==> config.mk <==
export PLATFORM = sky130hd
export DESIGN_NAME = framed_command_receiver_crc8_core
export DESIGN_NICKNAME = d
export VERILOG_FILES = /design/src/fcr_pkg.sv /design/src/fcr_front.sv /design/src/fcr_queue.sv /design/src/fcr_back.sv /design/src/framed_command_receiver_crc8_core.sv
export SDC_FILE = /design/constraint.sdc
export NUM_CORES = 1
export LEC_CHECK = 0
export ABC_AREA = 1
export BUFFER_PORTS_ARGS = -buffer_cell sky130_fd_sc_hd__buf_2
export CAP_MARGIN = 10
export CORE_MARGIN = 8
export CORE_UTILIZATION = 55
export DETAILED_ROUTE_END_ITERATION = 6
export GPL_ROUTABILITY_DRIVEN = 0
export PLACE_DENSITY = 0.71
export SLEW_MARGIN = 20
export SYNTH_ARGS = -nofsm -noshare
export SYNTH_HDL_FRONTEND = slang
export SYNTH_SLANG_ARGS = --single-unit
==> constraint.sdc <==
create_clock -name clk_i -period 7.38 [get_ports clk_i]
set_input_delay 1.107 -clock clk_i [delete_from_list [all_inputs] [get_ports clk_i]]
set_output_delay 1.107 -clock clk_i [all_outputs]
set_load 0.1 [all_outputs]
==> src/fcr_pkg.sv <==
package fcr_pkg;

  localparam int FrameLen   = 8;
  localparam int PosW       = $clog2(FrameLen);
  localparam int TickWidth  = 24;
  localparam int LimitW     = 24;
  localparam int TailW      = 40;
  localparam int CfgIdxW    = 3;
  localparam int CfgDataW   = 40;
  localparam int QueueDepth = 2;
  localparam int QPtrW      = $clog2(QueueDepth);
  localparam int QCntW      = $clog2(QueueDepth + 1);

  localparam logic [7:0] CrcPoly = 8'h07;

  localparam logic [7:0]        HeaderRst = 8'hAA;
  localparam logic [LimitW-1:0] LimitRst  = 24'd1000000;
  localparam logic [TailW-1:0]  TailRst   = 40'h0405060708;
  localparam logic [7:0]        CodeARst  = 8'd1;
  localparam logic [7:0]        CodeBRst  = 8'd2;
  localparam logic [7:0]        CodeWRst  = 8'd3;

  // action flag bit positions
  localparam int FlagLedA = 0;
  localparam int FlagLedB = 1;
  localparam int FlagWave = 2;

  typedef enum logic [1:0] {
    MATCH_NONE  = 2'd0,
    MATCH_LED_A = 2'd1,
    MATCH_LED_B = 2'd2,
    MATCH_WAVE  = 2'd3
  } match_e;

  typedef enum logic [CfgIdxW-1:0] {
    CFG_HEADER    = 3'd0,
    CFG_LIMIT     = 3'd1,
    CFG_TAIL      = 3'd2,
    CFG_CODE_A    = 3'd3,
    CFG_CODE_B    = 3'd4,
    CFG_CODE_WAVE = 3'd5
  } cfg_idx_e;

  // classified beat handed from the front to the back
  typedef struct packed {
    logic       tick;
    logic       done;
    logic       good;
    match_e     match;
    logic [7:0] trim;
  } fcr_op_t;

  typedef struct packed {
    logic [7:0]       header;
    logic [TailW-1:0] tail;
    logic [7:0]       code_a;
    logic [7:0]       code_b;
    logic [7:0]       code_wave;
  } fcr_front_cfg_t;

  // CRC-8, MSB first, one byte
  function automatic logic [7:0] crc8_byte(input logic [7:0] crc, input logic [7:0] b);
    logic [7:0] c;
    c = crc ^ b;
    for (int k = 0; k < 8; k++) begin
      c = c[7] ? ((c << 1) ^ CrcPoly) : (c << 1);
    end
    return c;
  endfunction

endpackage

==> src/fcr_front.sv <==
module fcr_front import fcr_pkg::*; (
  input  logic           clk_i,
  input  logic           rst_ni,
  input  fcr_front_cfg_t cfg_i,
  input  logic           in_valid_i,
  output logic           in_ready_o,
  input  logic           command_i,
  input  logic [7:0]     data_byte_i,
  input  logic           q_full_i,
  output logic           q_push_o,
  output fcr_op_t        q_op_o
);

  logic [PosW-1:0] pos_q, pos_d;
  logic [7:0]      crc_q, crc_d;
  logic [7:0]      store_q [FrameLen-1];
  logic            store_we;
  logic [TailW-1:0] tail;
  logic            accept;

  assign in_ready_o = !q_full_i;
  assign accept     = in_valid_i && in_ready_o;
  assign q_push_o   = accept;

  assign tail = {store_q[2], store_q[3], store_q[4], store_q[5], store_q[6]};

  always_comb begin
    pos_d        = pos_q;
    crc_d        = crc_q;
    store_we     = 1'b0;
    q_op_o       = '0;
    q_op_o.tick  = command_i;
    q_op_o.match = MATCH_NONE;
    q_op_o.trim  = store_q[FrameLen-2];
    if (accept && !command_i) begin
      if (pos_q == '0 && data_byte_i != cfg_i.header) begin
        // hunting: byte dropped
      end else if (pos_q != PosW'(FrameLen - 1)) begin
        store_we = 1'b1;
        crc_d    = crc8_byte(crc_q, data_byte_i);
        pos_d    = pos_q + 1'b1;
      end else begin
        q_op_o.done = 1'b1;
        q_op_o.good = (data_byte_i == crc_q);
        if (q_op_o.good && tail == cfg_i.tail) begin
          if (store_q[1] == cfg_i.code_a) begin
            q_op_o.match = MATCH_LED_A;
          end else if (store_q[1] == cfg_i.code_b) begin
            q_op_o.match = MATCH_LED_B;
          end else if (store_q[1] == cfg_i.code_wave) begin
            q_op_o.match = MATCH_WAVE;
          end
        end
        pos_d = '0;
        crc_d = '0;
      end
    end
  end

  always_ff @(posedge clk_i or negedge rst_ni) begin
    if (!rst_ni) begin
      pos_q <= '0;
      crc_q <= '0;
    end else begin
      pos_q <= pos_d;
      crc_q <= crc_d;
    end
  end

  always_ff @(posedge clk_i) begin
    if (store_we) begin
      store_q[pos_q] <= data_byte_i;
    end
  end

endmodule

==> src/fcr_queue.sv <==
module fcr_queue import fcr_pkg::*; (
  input  logic    clk_i,
  input  logic    rst_ni,
  input  logic    push_i,
  input  fcr_op_t op_i,
  output logic    full_o,
  input  logic    pop_i,
  output logic    empty_o,
  output fcr_op_t op_o
);

  fcr_op_t           mem_q [QueueDepth];
  logic [QPtrW-1:0]  wr_q, wr_d, rd_q, rd_d;
  logic [QCntW-1:0]  cnt_q, cnt_d;

  assign full_o  = (cnt_q == QCntW'(QueueDepth));
  assign empty_o = (cnt_q == '0);
  assign op_o    = mem_q[rd_q];

  always_comb begin
    wr_d  = wr_q;
    rd_d  = rd_q;
    cnt_d = cnt_q;
    if (push_i) begin
      wr_d = (wr_q == QPtrW'(QueueDepth - 1)) ? '0 : wr_q + 1'b1;
    end
    if (pop_i) begin
      rd_d = (rd_q == QPtrW'(QueueDepth - 1)) ? '0 : rd_q + 1'b1;
    end
    if (push_i && !pop_i) begin
      cnt_d = cnt_q + 1'b1;
    end else if (pop_i && !push_i) begin
      cnt_d = cnt_q - 1'b1;
    end
  end

  always_ff @(posedge clk_i or negedge rst_ni) begin
    if (!rst_ni) begin
      wr_q  <= '0;
      rd_q  <= '0;
      cnt_q <= '0;
    end else begin
      wr_q  <= wr_d;
      rd_q  <= rd_d;
      cnt_q <= cnt_d;
    end
  end

  always_ff @(posedge clk_i) begin
    if (push_i) begin
      mem_q[wr_q] <= op_i;
    end
  end

endmodule

==> src/fcr_back.sv <==
module fcr_back import fcr_pkg::*; (
  input  logic              clk_i,
  input  logic              rst_ni,
  input  logic [LimitW-1:0] limit_i,
  input  logic              q_empty_i,
  input  fcr_op_t           q_op_i,
  output logic              q_pop_o,
  output logic              out_valid_o,
  input  logic              out_ready_i,
  output logic              frame_done_o,
  output logic              crc_good_o,
  output logic [1:0]        matched_cmd_o,
  output logic              led_a_on_o,
  output logic              led_b_on_o,
  output logic              wave_on_o,
  output logic [7:0]        trim_out_o,
  output logic              timed_out_o
);

  logic [TickWidth-1:0] ticks_q, ticks_d, ticks_inc;
  logic [2:0]           flags_q, flags_d;
  logic [7:0]           trim_q, trim_d;
  logic                 tout;
  logic                 valid_q;
  logic                 done_q, good_q, tout_q;
  logic [1:0]           match_q;

  assign q_pop_o = !q_empty_i && (!valid_q || out_ready_i);

  // saturating tick count
  assign ticks_inc = (ticks_q != '1) ? ticks_q + 1'b1 : ticks_q;

  always_comb begin
    ticks_d = ticks_q;
    flags_d = flags_q;
    trim_d  = trim_q;
    tout    = 1'b0;
    if (q_pop_o) begin
      if (q_op_i.tick) begin
        if (32'(ticks_inc) >= 32'(limit_i)) begin
          tout    = 1'b1;
          flags_d = '0;
          ticks_d = '0;
        end else begin
          ticks_d = ticks_inc;
        end
      end else if (q_op_i.done) begin
        flags_d = '0;
        ticks_d = '0;
        case (q_op_i.match)
          MATCH_LED_A: flags_d[FlagLedA] = 1'b1;
          MATCH_LED_B: flags_d[FlagLedB] = 1'b1;
          MATCH_WAVE: begin
            flags_d[FlagWave] = 1'b1;
            trim_d            = q_op_i.trim;
          end
          default: ;
        endcase
      end
    end
  end

  always_ff @(posedge clk_i or negedge rst_ni) begin
    if (!rst_ni) begin
      ticks_q <= '0;
      flags_q <= '0;
      trim_q  <= '0;
      valid_q <= 1'b0;
    end else begin
      ticks_q <= ticks_d;
      flags_q <= flags_d;
      trim_q  <= trim_d;
      if (q_pop_o) begin
        valid_q <= 1'b1;
      end else if (out_ready_i) begin
        valid_q <= 1'b0;
      end
    end
  end

  always_ff @(posedge clk_i) begin
    if (q_pop_o) begin
      done_q  <= q_op_i.done && !q_op_i.tick;
      good_q  <= q_op_i.good && q_op_i.done && !q_op_i.tick;
      match_q <= q_op_i.tick ? MATCH_NONE : q_op_i.match;
      tout_q  <= tout;
    end
  end

  assign out_valid_o   = valid_q;
  assign frame_done_o  = done_q;
  assign crc_good_o    = good_q;
  assign matched_cmd_o = match_q;
  // flags and trim only change on a pop, so they track the held result
  assign led_a_on_o    = flags_q[FlagLedA];
  assign led_b_on_o    = flags_q[FlagLedB];
  assign wave_on_o     = flags_q[FlagWave];
  assign trim_out_o    = trim_q;
  assign timed_out_o   = tout_q;

endmodule

==> src/framed_command_receiver_crc8_core.sv <==
// Channel   Handshake              Payload
// in        in_valid_i/in_ready_o  command_i, data_byte_i
// out       out_valid_o/out_ready_i frame_done_o, crc_good_o, matched_cmd_o, led_a_on_o,
//                                  led_b_on_o, wave_on_o, trim_out_o, timed_out_o
// cfg       cfg_valid_i/cfg_ready_o cfg_index_i, cfg_data_i
//
// One beat per cycle on each side while neither side is stalled. out_valid_o rises once the beat
// has passed through the queue entry and then the result register.
// The front does framing and CRC in the accept cycle, a 2-entry queue feeds the back,
// which updates the action flags and tick counter and holds the result register.
// in_ready_o drops only when the queue is full (output stalled).
// Reset loads the register defaults and clears position, CRC, counter and actions.
module framed_command_receiver_crc8_core import fcr_pkg::*; (
  input  logic                clk_i,
  input  logic                rst_ni,
  input  logic                in_valid_i,
  output logic                in_ready_o,
  input  logic                command_i,
  input  logic [7:0]          data_byte_i,
  output logic                out_valid_o,
  input  logic                out_ready_i,
  output logic                frame_done_o,
  output logic                crc_good_o,
  output logic [1:0]          matched_cmd_o,
  output logic                led_a_on_o,
  output logic                led_b_on_o,
  output logic                wave_on_o,
  output logic [7:0]          trim_out_o,
  output logic                timed_out_o,
  input  logic                cfg_valid_i,
  output logic                cfg_ready_o,
  input  logic [CfgIdxW-1:0]  cfg_index_i,
  input  logic [CfgDataW-1:0] cfg_data_i
);

  fcr_front_cfg_t    fcfg_q;
  logic [LimitW-1:0] limit_q;
  logic              q_full, q_empty, q_push, q_pop;
  fcr_op_t           push_op, pop_op;

  assign cfg_ready_o = 1'b1;

  always_ff @(posedge clk_i or negedge rst_ni) begin
    if (!rst_ni) begin
      fcfg_q.header    <= HeaderRst;
      fcfg_q.tail      <= TailRst;
      fcfg_q.code_a    <= CodeARst;
      fcfg_q.code_b    <= CodeBRst;
      fcfg_q.code_wave <= CodeWRst;
      limit_q          <= LimitRst;
    end else if (cfg_valid_i && cfg_ready_o) begin
      case (cfg_idx_e'(cfg_index_i))
        CFG_HEADER:    fcfg_q.header    <= cfg_data_i[7:0];
        CFG_LIMIT:     limit_q          <= cfg_data_i[LimitW-1:0];
        CFG_TAIL:      fcfg_q.tail      <= cfg_data_i[TailW-1:0];
        CFG_CODE_A:    fcfg_q.code_a    <= cfg_data_i[7:0];
        CFG_CODE_B:    fcfg_q.code_b    <= cfg_data_i[7:0];
        CFG_CODE_WAVE: fcfg_q.code_wave <= cfg_data_i[7:0];
        default: ;
      endcase
    end
  end

  fcr_front u_front (
    .clk_i       (clk_i),
    .rst_ni      (rst_ni),
    .cfg_i       (fcfg_q),
    .in_valid_i  (in_valid_i),
    .in_ready_o  (in_ready_o),
    .command_i   (command_i),
    .data_byte_i (data_byte_i),
    .q_full_i    (q_full),
    .q_push_o    (q_push),
    .q_op_o      (push_op)
  );

  fcr_queue u_queue (
    .clk_i   (clk_i),
    .rst_ni  (rst_ni),
    .push_i  (q_push),
    .op_i    (push_op),
    .full_o  (q_full),
    .pop_i   (q_pop),
    .empty_o (q_empty),
    .op_o    (pop_op)
  );

  fcr_back u_back (
    .clk_i         (clk_i),
    .rst_ni        (rst_ni),
    .limit_i       (limit_q),
    .q_empty_i     (q_empty),
    .q_op_i        (pop_op),
    .q_pop_o       (q_pop),
    .out_valid_o   (out_valid_o),
    .out_ready_i   (out_ready_i),
    .frame_done_o  (frame_done_o),
    .crc_good_o    (crc_good_o),
    .matched_cmd_o (matched_cmd_o),
    .led_a_on_o    (led_a_on_o),
    .led_b_on_o    (led_b_on_o),
    .wave_on_o     (wave_on_o),
    .trim_out_o    (trim_out_o),
    .timed_out_o   (timed_out_o)
  );

endmodule

==> reports/qor.yml <==
routing:
  totalWireLength_mm: 24.8
  wl_met3_mm: 1.04
  routedWlPerCell_um: 16.2
  drtIter0Drc: 531
  wl_met1_mm: 11.1
  drc: 0
  maxUsedRoutingLayer: "met4"
  antenna_left: 0
  wl_met2_mm: 12.3
  viasPerCell: 5.15
  via_count: 7892
  drt-pass1-iter-count: 5
sta:
  setup_viol_count_final: 0
  clock.fmax_mhz: 280
  tightest_slew_ns: 0.995
  fin_crit_ns: 3.58
  setup_ws_ns: 3.80
  fin_worst_skew_ns: 0.0110
  rsz0062_at_grt: "false"
  timing.max_slew.rel_slack_pct: 33.6
  final.setup.tns_ns: 0
  period_share_pct: 48.5
  hold_viol_final: 0
  hold_ws_ns: 0.474
  slew_viol_final: 0
worst_setup_path:
  crit_arrival_ns: 4.02
  crit_type: "reg2reg"
  worstPathMaxFanout: 25
  end_kind: "flop"
  critical_path_required_ns: 7.82
  r2r_start: "u_back.ticks_q[0]"
  path_delay_family: "simple AND/OR/NAND/NOR gates"
  path_buf_inv: 4
  worstPathCellList: "ha_1 -> inv_1 -> nor2_4 -> nand2_2 -> nor2_4 -> nand2_4 -> nand2_1 -> ha_1 -> nand2_1 -> inv_1 -> nand3_1 -> inv_1 -> nand2_1 -> nand2_1 -> inv_1 -> nand2_1 -> nor2_2 -> nand4_1 -> nand2_1"
  startpoint_type: "flop"
  crit_path_max_incr_delay_ns: 0.77
  crit_slowest_cell: "nor2_2"
  critPathMostFrequentCell: "nand2_1"
  startpoint: "u_back.ticks_q[0]"
clock_tree:
  post_cts_resized: 0
  cts_tree: "built"
  clk_pin_slew_ns: 0.06
  root_buffer: "clkbuf_16"
  worstSkewPairLatency_ns: 0.51
  cts_max_level: 1
  post_cts_buffers: 0
  cts_sinks: 226
  cts_buffer_depth: 3
  cts-hold-fix-buffers: 0
  cts_made_buffers: 24
synth:
  avgSynthCellArea_um2: 9.44
  yosysSeqAreaShare_pct: 54.9
  synthArstFlopShare_pct: 65.0
  synth.distinct_cells: 41
  synthesis.nets: 1262
  yosysWarnings: 0
  synth_area_mm2: 0.0111
  synth_top_area_share_pct: 27.8
  synthFlopType: "dfrtp_1"
  yosys.area.top_type: "dfrtp_1"
  yosys_register_bits: 226
  netlist_instances: 1173
  synth_enable_flop_cells: 79
  yosys-top-cells-area: "dfrtp_1, edfxtp_1, nand2_1"
flow_run:
  cap_violations: 0
worst_hold_path:
  worstHoldPathType: "reg2reg"
  hp-start: "u_back.flags_q[2]"
layout:
  seq_area_mm2: 0.00608
  drive_gt1_share_pct: 15.5
  fill_cells: 1729
  final_cell_count_no_fill: 1532
  finalNetCount: 1333
  layout_commonest_cell: "nand2_1"
  multiInputGateArea_mm2: 0.00434
  final_util_pct: 62.3
  diodes: 0
  final_area_mm2: 0.0124
  final_cell_mix: "nand2_1, dfrtp_1, inv_1"
  syn_to_final_growth_pct: 12.3
global_routing:
  overflow: 0
  antenna_found_initial: 0
  grt_max_degree: 98
  grt_pass1_vias: 7799
  grt_pass1_wl_mm: 40.3
  grtUsageTotal_pct: 20.6
floorplan:
  design.core.area_mm2: 0.0200
  start_util_pct: 55.4
  dieHeight_um: 158
  die_width_um: 158
  die-area_mm2: 0.0249
  ioPinCount: 76
  rows: 52
power_and_ir_drop:
  power.leakage_nw: 5.76
  powerDensity_mw_per_mm2: 339
  total_power_mw: 4.21
  peakVddDrop_mv: 0.198
run_status:
  status: "completed"
place:
  post-dp-hpwl_mm: 17.6
  numPortBuffers: 74
  placed_area_mm2: 0.0116
  dp_slack_ns: 3.86
  placedCellCount: 1488
per-layer routing:
| layer | up-vias | global-route usage (%) |
|---|---|---|
| met2 | 155 | 35.3 |
| met1 | 3780 | 27.4 |
| met5 | - | 0 |
| met4 | 0 | 4.62 |
| li1 | 3921 | - |
| met3 | 36 | 2.70 |
cell usage after synthesis, types with 5 or more instances:
cell	n
or2_2	9
nor3_1	5
xor2_1	26
mux2i_1	9
dfrtp_1	123
nand4_1	37
edfxtp_1	79
dfstp_2	24
o21ai_0	98
a21oi_1	13
mux2_2	15
nor2_1	92
nand2_1	337
o21ai_2	10
xnor2_1	62
nand3_1	24
ha_1	32
clkbuf_1	14
inv_1	122
buf_2	10
final timing paths:
kind	end	slack [ns]	cells after the start
worst max register to register	u_back.ticks_q[13]	3.80	19
worst max-delay path	u_back.ticks_q[13]	3.80	19
min in group asynchronous	u_front.crc_q[5]	0.70	1
worst min register to register	u_back.flags_q[2]	0.47	2
max in group asynchronous	u_back.ticks_q[6]	5.46	2
worst min-delay path	u_back.flags_q[2]	0.47	2
tightest hold or removal path, delay by kind of cell (launching register included):
kind	cells	cell delay [ns]
flip-flops	1	0.34
AND/OR/NAND/NOR	2	0.10
sequential cells by signal (all words and copies together) (netlist names), 2 cells and up:
| signal | count |
|---|---|
| u_queue.mem_q | 26 |
| limit_q | 24 |
| u_back.matched_cmd_o | 2 |
| u_front.pos_q | 3 |
| u_back.ticks_q | 24 |
| u_front.store_q | 48 |
| fcfg_q | 72 |
| u_front.crc_q | 8 |
| u_queue.cnt_q | 2 |
| u_back.trim_out_o | 8 |
| u_back.flags_q | 3 |
report_power, final:
group	internal, mW	switching (mW)
sequential	1.57	0.167
clock	0.722	0.489
combinational	0.372	0.890
total	2.67	1.55
area by class of cell:
| type | instances | area share [%] |
|---|---|---|
| Clock buffer | 32 | 5.49 |
| Clock inverter | 12 | 0.976 |
| Inverter | 127 | 3.87 |
| Multi-Input combinational cell | 788 | 34.9 |
| Sequential cell | 226 | 48.9 |
| Tap cell | 270 | 2.72 |
| Timing Repair Buffer | 77 | 3.21 |
logic make-up (layout without fill, tap and decap cells):
logic type,after synthesis,in the layout,share of synthesized area [%]
compound gates,126,126,6.38
simple gates,516,516,19.6
flops,226,226,54.9
fa+ha+maj,32,32,3.61
xor+xnor,88,88,6.96
other cells,1,1,0.0339
mux,25,25,2.46
buf+inv,159,248,6.04
Note: power is estimated with default switching activity, not from simulation.
